**src/sv/lkvc_pkg.sv**
```systemverilog
// ----------------------------------------------------------------------------
// lkvc_pkg: shared types and constants of the LRU key-value cache
// Field widths, capacity register defaults, controller states and the
// control group that the controller hands to every cell of the chain.
// ----------------------------------------------------------------------------
package lkvc_pkg;

    localparam int KEY_W           = 32;
    localparam int DATA_W          = 32;
    localparam int CAP_W           = 5;
    localparam int CAP_RESET       = 16;
    localparam int ENTRIES_DEFAULT = 16;

    localparam logic FUNC_GET = 1'b0;
    localparam logic FUNC_PUT = 1'b1;

    typedef enum logic [2:0] {
        ST_IDLE = 3'b001,
        ST_CMP  = 3'b010,
        ST_UPD  = 3'b100
    } state_t;

    // per-cell control: compare against the pending key, or shift one step
    typedef struct packed {
        logic cmp_en;
        logic shift_en;
    } cell_ctl_t;

endpackage

```
**src/sv/lru_key_value_cache.sv**
```systemverilog
// ----------------------------------------------------------------------------
// lru_key_value_cache: fully associative key-value store, LRU replacement
// A chain of entry cells ordered by recency; each access moves the touched
// entry to the head and ages everything in front of it by one position.
// ----------------------------------------------------------------------------
// Usage:
//   s_ channel: one word per operation. s_tuser = func (0 get, 1 put),
//   s_tdata = {data_in, key}. m_ channel: one word per operation,
//   m_tuser = {evicted, hit}, m_tdata = {evicted_key, data_out}.
//   cfg_wr_en/cfg_wr_data write capacity_in_use (0 acts as 1, values above
//   ENTRIES act as ENTRIES); write only while the block is idle.
// Operation steps:
//   An accepted word is compared against all cells in the compare state;
//   in the update state the chain shifts and the result is loaded into
//   the output register. The next word is accepted on that same edge, so
//   a new word is not taken before the current one commits; the
//   compare-then-shift of the cell chain sets this.
// Reset: all cells invalid, no entries held, capacity back to 16.
// Stall: the result register holds while m_tready is low; one word may be
//   taken and compared meanwhile, and its update waits for the register.
// ----------------------------------------------------------------------------
module lru_key_value_cache #(
    parameter int ENTRIES = lkvc_pkg::ENTRIES_DEFAULT
) (
    input  logic                      aclk,
    input  logic                      aresetn,
    input  logic                      s_tvalid,
    output logic                      s_tready,
    input  logic [63:0]               s_tdata,     // key[31:0], data_in[63:32]
    input  logic [0:0]                s_tuser,     // func
    output logic                      m_tvalid,
    input  logic                      m_tready,
    output logic [63:0]               m_tdata,     // data_out[31:0], evicted_key[63:32]
    output logic [1:0]                m_tuser,     // hit[0], evicted[1]
    input  logic                      cfg_wr_en,
    input  logic [lkvc_pkg::CAP_W-1:0] cfg_wr_data
);

    localparam int UW   = $clog2(ENTRIES + 1);  // entry count
    localparam int PW   = $clog2(ENTRIES);      // chain position
    localparam int CMPW = (UW > lkvc_pkg::CAP_W) ? UW : lkvc_pkg::CAP_W;
    localparam int KW   = lkvc_pkg::KEY_W;
    localparam int DW   = lkvc_pkg::DATA_W;

    lkvc_pkg::state_t state_reg, state_next;

    logic [lkvc_pkg::CAP_W-1:0] cap_reg;
    logic [UW-1:0]              used_reg;

    // pending operation
    logic          op_func_reg;
    logic [KW-1:0] op_key_reg;
    logic [DW-1:0] op_data_reg;

    // output register
    logic          m_tvalid_reg;
    logic          hit_out_reg;
    logic          evicted_out_reg;
    logic [DW-1:0] data_out_reg;
    logic [KW-1:0] evicted_key_reg;

    // chain wiring: index 0 is the head feed, cell i sits between i and i+1
    logic [KW-1:0] chain_key   [ENTRIES+1];
    logic [DW-1:0] chain_value [ENTRIES+1];
    logic          chain_valid [ENTRIES+1];

    logic [ENTRIES-1:0]    match_vec;
    logic [ENTRIES-1:0]    valid_vec;
    logic [DW-1:0]         hit_value_arr [ENTRIES];
    logic [KW-1:0]         tail_key_arr  [ENTRIES];
    lkvc_pkg::cell_ctl_t   cell_ctl      [ENTRIES];

    logic                 accept;
    logic                 out_free;
    logic                 commit;
    logic                 hit;
    logic                 do_update;
    logic                 fresh;
    logic                 evict;
    logic [PW-1:0]        hit_pos;
    logic [PW-1:0]        shift_lim;
    logic [DW-1:0]        hit_value;
    logic [KW-1:0]        tail_key;
    logic [lkvc_pkg::CAP_W-1:0] cap_min1;

    assign out_free = !m_tvalid_reg || m_tready;
    assign commit   = (state_reg == lkvc_pkg::ST_UPD) && out_free;
    assign s_tready = (state_reg == lkvc_pkg::ST_IDLE) || commit;
    assign accept   = s_tvalid && s_tready;

    // ---- reductions over the registered compare results ----
    always_comb begin
        hit_pos   = '0;
        hit_value = '0;
        tail_key  = '0;
        for (int i = 0; i < ENTRIES; i++) begin
            if (match_vec[i]) begin
                hit_pos = hit_pos | PW'(i);
            end
            hit_value = hit_value | hit_value_arr[i];
            tail_key  = tail_key | tail_key_arr[i];
        end
    end

    assign hit       = |match_vec;
    assign cap_min1  = (cap_reg == '0) ? lkvc_pkg::CAP_W'(1) : cap_reg;
    assign fresh     = (used_reg < UW'(ENTRIES)) && (CMPW'(used_reg) < CMPW'(cap_min1));
    assign evict     = (op_func_reg == lkvc_pkg::FUNC_PUT) && !hit && !fresh;
    assign do_update = (op_func_reg == lkvc_pkg::FUNC_PUT) || hit;

    // Hit: positions 0..hit_pos rotate. Fresh insert: 0..used shift in the
    // new entry. Eviction: 0..used-1 shift and the tail entry falls off.
    always_comb begin
        if (hit) begin
            shift_lim = hit_pos;
        end else if (fresh) begin
            shift_lim = PW'(used_reg);
        end else begin
            shift_lim = PW'(used_reg - UW'(1));
        end
    end

    // head feed
    assign chain_key[0]   = op_key_reg;
    assign chain_value[0] = (hit && op_func_reg == lkvc_pkg::FUNC_GET) ? hit_value : op_data_reg;
    assign chain_valid[0] = 1'b1;

    genvar g;
    generate
        for (g = 0; g < ENTRIES; g++) begin : g_cell
            logic nv;
            // valid bit of the next cell down the chain
            if (g == ENTRIES - 1) begin : g_last
                assign nv = 1'b0;
            end else begin : g_mid
                assign nv = chain_valid[g+2];
            end

            assign cell_ctl[g].cmp_en   = (state_reg == lkvc_pkg::ST_CMP);
            assign cell_ctl[g].shift_en = commit && do_update && (PW'(g) <= shift_lim);

            lkvc_cell u_cell (
                .aclk        (aclk),
                .aresetn     (aresetn),
                .ctl         (cell_ctl[g]),
                .prev_key    (chain_key[g]),
                .prev_value  (chain_value[g]),
                .prev_valid  (chain_valid[g]),
                .next_valid  (nv),
                .op_key      (op_key_reg),
                .key_o       (chain_key[g+1]),
                .value_o     (chain_value[g+1]),
                .valid_o     (chain_valid[g+1]),
                .match_o     (match_vec[g]),
                .hit_value_o (hit_value_arr[g]),
                .tail_key_o  (tail_key_arr[g])
            );

            assign valid_vec[g] = chain_valid[g+1];
        end
    endgenerate

    // ---- controller ----
    always_comb begin
        state_next = state_reg;
        case (state_reg)
            lkvc_pkg::ST_IDLE: begin
                if (accept) state_next = lkvc_pkg::ST_CMP;
            end
            lkvc_pkg::ST_CMP: begin
                state_next = lkvc_pkg::ST_UPD;
            end
            lkvc_pkg::ST_UPD: begin
                if (commit) state_next = accept ? lkvc_pkg::ST_CMP : lkvc_pkg::ST_IDLE;
            end
            default: begin
                state_next = lkvc_pkg::ST_IDLE;
            end
        endcase
    end

    always_ff @(posedge aclk) begin
        if (!aresetn) begin
            state_reg    <= lkvc_pkg::ST_IDLE;
            cap_reg      <= lkvc_pkg::CAP_W'(lkvc_pkg::CAP_RESET);
            used_reg     <= '0;
            m_tvalid_reg <= 1'b0;
        end else begin
            state_reg <= state_next;
            if (cfg_wr_en) begin
                cap_reg <= cfg_wr_data;
            end
            if (commit && (op_func_reg == lkvc_pkg::FUNC_PUT) && !hit && fresh) begin
                used_reg <= used_reg + UW'(1);
            end
            if (commit) begin
                m_tvalid_reg <= 1'b1;
            end else if (m_tready) begin
                m_tvalid_reg <= 1'b0;
            end
        end
    end

    always_ff @(posedge aclk) begin
        if (accept) begin
            op_func_reg <= s_tuser[0];
            op_key_reg  <= s_tdata[31:0];
            op_data_reg <= s_tdata[63:32];
        end
        if (commit) begin
            hit_out_reg     <= hit;
            data_out_reg    <= (hit && op_func_reg == lkvc_pkg::FUNC_GET) ? hit_value : '0;
            evicted_out_reg <= evict;
            evicted_key_reg <= evict ? tail_key : '0;
        end
    end

    assign m_tvalid = m_tvalid_reg;
    assign m_tdata  = {evicted_key_reg, data_out_reg};
    assign m_tuser  = {evicted_out_reg, hit_out_reg};

    // ---- assertions ----
    // the count of valid cells always equals the entry count
    a_used_count: assert property (@(posedge aclk) disable iff (!aresetn)
        $countones(valid_vec) == int'(used_reg))
        else $error("entry count disagrees with valid cells");

    // a key is held at most once
    a_single_match: assert property (@(posedge aclk) disable iff (!aresetn)
        (state_reg == lkvc_pkg::ST_UPD) |-> $onehot0(match_vec))
        else $error("key matched in more than one cell");

    // a new result only comes from the update step
    a_result_src: assert property (@(posedge aclk) disable iff (!aresetn)
        $rose(m_tvalid) |-> $past(state_reg == lkvc_pkg::ST_UPD))
        else $error("result raised outside the update step");

    // eviction leaves the entry count unchanged; it only happens with a full chain or capacity reached
    a_evict_full: assert property (@(posedge aclk) disable iff (!aresetn)
        (commit && evict) |=> $stable(used_reg))
        else $error("entry count changed on eviction");

endmodule

```
**src/sv/lkvc_cell.sv**
```systemverilog
// ----------------------------------------------------------------------------
// lkvc_cell: one entry of the recency chain
// Holds a key, a value and a valid bit. Position in the chain is the
// recency rank. On shift it takes its upstream neighbor's entry; on
// compare it registers its match, its value if matched, and its key if
// it is the last valid cell (the least recently used one).
// ----------------------------------------------------------------------------
module lkvc_cell (
    input  logic                       aclk,
    input  logic                       aresetn,
    input  lkvc_pkg::cell_ctl_t        ctl,
    input  logic [lkvc_pkg::KEY_W-1:0]  prev_key,
    input  logic [lkvc_pkg::DATA_W-1:0] prev_value,
    input  logic                       prev_valid,
    input  logic                       next_valid,
    input  logic [lkvc_pkg::KEY_W-1:0]  op_key,
    output logic [lkvc_pkg::KEY_W-1:0]  key_o,
    output logic [lkvc_pkg::DATA_W-1:0] value_o,
    output logic                       valid_o,
    output logic                       match_o,
    output logic [lkvc_pkg::DATA_W-1:0] hit_value_o,
    output logic [lkvc_pkg::KEY_W-1:0]  tail_key_o
);

    logic [lkvc_pkg::KEY_W-1:0]  key_reg;
    logic [lkvc_pkg::DATA_W-1:0] value_reg;
    logic                        valid_reg;
    logic                        match_reg;
    logic                        match_next;
    logic [lkvc_pkg::DATA_W-1:0] hit_value_reg;
    logic [lkvc_pkg::KEY_W-1:0]  tail_key_reg;

    assign match_next = valid_reg && (key_reg == op_key);

    always_ff @(posedge aclk) begin
        if (!aresetn) begin
            valid_reg <= 1'b0;
            match_reg <= 1'b0;
        end else begin
            if (ctl.shift_en) begin
                valid_reg <= prev_valid;
            end
            if (ctl.cmp_en) begin
                match_reg <= match_next;
            end
        end
    end

    always_ff @(posedge aclk) begin
        if (ctl.shift_en) begin
            key_reg   <= prev_key;
            value_reg <= prev_value;
        end
        if (ctl.cmp_en) begin
            hit_value_reg <= match_next ? value_reg : '0;
            tail_key_reg  <= (valid_reg && !next_valid) ? key_reg : '0;
        end
    end

    assign key_o       = key_reg;
    assign value_o     = value_reg;
    assign valid_o     = valid_reg;
    assign match_o     = match_reg;
    assign hit_value_o = hit_value_reg;
    assign tail_key_o  = tail_key_reg;

endmodule

```
**config.mk**
```make
export PLATFORM = sky130hd
export DESIGN_NAME = lru_key_value_cache
export DESIGN_NICKNAME = d
export VERILOG_FILES = /design/src/sv/lkvc_pkg.sv /design/src/sv/lru_key_value_cache.sv /design/src/sv/lkvc_cell.sv
export SDC_FILE = /design/constraint.sdc
export NUM_CORES = 2
export LEC_CHECK = 0
export BUFFER_PORTS_ARGS = -buffer_cell sky130_fd_sc_hd__buf_2
export CORE_MARGIN = 2
export CORE_UTILIZATION = 35
export DETAILED_ROUTE_END_ITERATION = 8
export HOLD_SLACK_MARGIN = 0.1
export SYNTH_ARGS = -nofsm -noshare
export SYNTH_HDL_FRONTEND = slang
export SYNTH_HIERARCHICAL = 1
export SYNTH_SLANG_ARGS = --single-unit
```
**constraint.sdc**
```tcl
create_clock -name aclk -period 59.3 [get_ports aclk]
set_input_delay 2.965 -clock aclk [delete_from_list [all_inputs] [get_ports aclk]]
set_output_delay 2.965 -clock aclk [all_outputs]
set_load 0.05 [all_outputs]
```
==> qor.csv <==
metric;value;unit
final.setup.tns;0;ns
cts_max_level;4;
use_met1;22.7;%
met3_usage;2.73;%
viasPerCell;4.89;
rsz0062_at_grt;false;
grt_use_total;16.0;%
ant_nets;0;
clock_sinks;2225;
synth_seq_cells;2225;
p_per_area;33.2;nW/um^2
maxCapViolations;0;
grt-busiest-layer;met2;
clockBufferDepth;3;
grt_pass1_vias;41700;
outcome;finished clean;
use_met2;24.8;%
clock_skew;0.0392;ns
ys_top_cells_by_area;edfxtp_1, and2_1, xor2_1, and2_2, nor4_1;
grt_max_degree;184;
crit_path_max_fanout;34;
synth_top_area_share;78.3;%
synth_edf_count;2179;
asyncSetResetFlopFracSynth;0;%
hpwl;123000;um
nets;5134;
worst-setup-path-type;input pin to primary output;
finalCriticalPeriod;7.24;ns
synth.distinct_cells;51;
grt_overflow;0;
syn-cell-area;83600;sq um
worst_setup_path_end_kind;primary output;
die_y;493;um
multi_input_area;17000;sq um
wl_per_cell;23.5;um
post_cts_buffers;0;
dr.pass1.iters;5;
max_slew_margin;15.7;%
ys.warnings.count;6;
worstPathArrival;4.28;ns
period_share;12.2;%
syn_avg_cell_area;17.7;sq um
max_freq;138;MHz
synth-main-ff-cell;edfxtp_1;
seq_area;66400;sq um
p_leak;30.5;nW
num_io_pins;143;
ctsResizeCount;0;
antenna_found_initial;26;
synth.net_count;4807;
synth_common_cells;edfxtp_1, and2_1, xor2_1;
startpoint_type;input pin;
synth_seq_area_share;79.4;%
grt_pass1_wl;286000;um
cts_tree;yes;
peakVddDrop;0.0306;mV
setup_viol;0;
drive_above_1_share;17.9;%
die_w;493;um
port_buffers;142;
syn_to_final_growth;14.7;%
min_path_type;register to register;
tightest_slew;1.27;ns
vias;41200;
start_util;35.2;%
die-area;243000;sq um
synth.most_common_cell;edfxtp_1;
core_area;238000;sq um
finalPower;3.18;mW
finalHoldViolCount;0;
cp.required;56.34;ns
syn-instance-count;4726;
root_buffer;clkbuf_16;
drc;0;
clk_latency;0.86;ns
drt-total-wl;198000;um
rows;179;
hold_buffers;0;
path_clk_slew;0.06;ns
drt_iter0_drc;4013;
cts-buffers-inserted;217;
routabilityCongestion;0.817;
fill_cells;21300;
synth_top_area_cell;edfxtp_1;
finalMaxSlewViolations;0;
## kinds of logic (layout without fill, tap and decap cells)
group | Yosys count | count (layout) | share of synthesized area (%)
flops | 2225 | 2225 | 79.4
xor+xnor | 513 | 513 | 5.38
simple gates | 1764 | 1764 | 13.6
other cells | 2 | 13 | 0.00899
fa+ha+maj | 6 | 6 | 0.0898
buf+inv | 125 | 638 | 0.671
compound gates | 69 | 69 | 0.575
mux | 22 | 22 | 0.263
## layout by cell type (no fill, tap or decap), drive strengths merged, types with 2 or more instances in the layout
cell type / instances
o31ai: 2
clkinv: 86
xor2: 496
nand3: 8
conb: 2
a31oi: 4
bufinv: 27
nand4: 66
a21o: 34
nor3: 38
edfxtp: 2179
nand2b: 4
clkbuf: 268
ha: 6
nand2: 54
and2: 1058
or4: 19
and3: 4
clkinvlp: 9
nand3b: 17
dfxtp: 46
inv: 27
nor4: 372
and4: 33
nor2b: 35
diode: 11
buf: 221
a21oi: 9
o21ai: 9
xnor2: 17
nor2: 49
or3: 5
mux2i: 22
o211ai: 4
a211oi: 2
## final timing paths
path                            cells after the start                     startpoint  slack, ns                             to
worst min register to register                      0  g_cell[14].u_cell/value_o[20]       0.43  g_cell[15].u_cell/value_o[20]
worst min-delay path                                0  g_cell[14].u_cell/value_o[20]       0.43  g_cell[15].u_cell/value_o[20]
worst max-delay path                                6                       m_tready      52.06                       s_tready
worst max register to register                     11       g_cell[3].u_cell/match_o      54.26       g_cell[7].u_cell/valid_o
## routing by layer
layer	routed length (um)	vias up	share of wire [%]
met3	11900	306	6.0
met1	88000	21200	45
met4	7210	2	3.6
met2	90700	1304	46
met5	13	-	0.0066
li1	-	18400	-
## where the power goes
part	switching (mW)	leakage (nW)	total [mW]	internal (mW)
registers	0.0166	19.0	1.74	1.72
clock network	0.596	3.50	1.40	0.801
logic	0.0262	8.08	0.0419	0.0156
total	0.639	30.5	3.18	2.54
## area by class of cell
cell class | count | share of cell area (%)
timing repair buffer | 221 | 1.39
tap | 3167 | 4.13
multi-input combinational | 2376 | 17.7
clock inverter | 137 | 1.57
antenna | 11 | 0.0287
clock buffer | 268 | 5.93
inverter | 12 | 0.0548
sequential | 2225 | 69.2
## critical path, cell delays in order
cell and delay (ns):
buf_2 0.08, nor2b_1 0.07, nor3_2 0.16, buf_4 0.51
a21o_1 0.20, buf_2 0.29
## metrics by stage
step,utilization (%),setup slack [ns],instances,area (sq um),hold slack (ns)
4_1_cts,40.3,52.02,8406,95900,0.422
6_report,40.4,52.06,8417,95900,0.426
3_3_place_gp,37.3,51.91,8001,88700,0.419
5_1_grt,40.4,51.96,8412,95900,0.423
3_5_place_dp,37.3,51.80,8001,88700,0.423
2_1_floorplan,-,13.29,4726,83600,0.417
(Power assumes the default switching activity.)
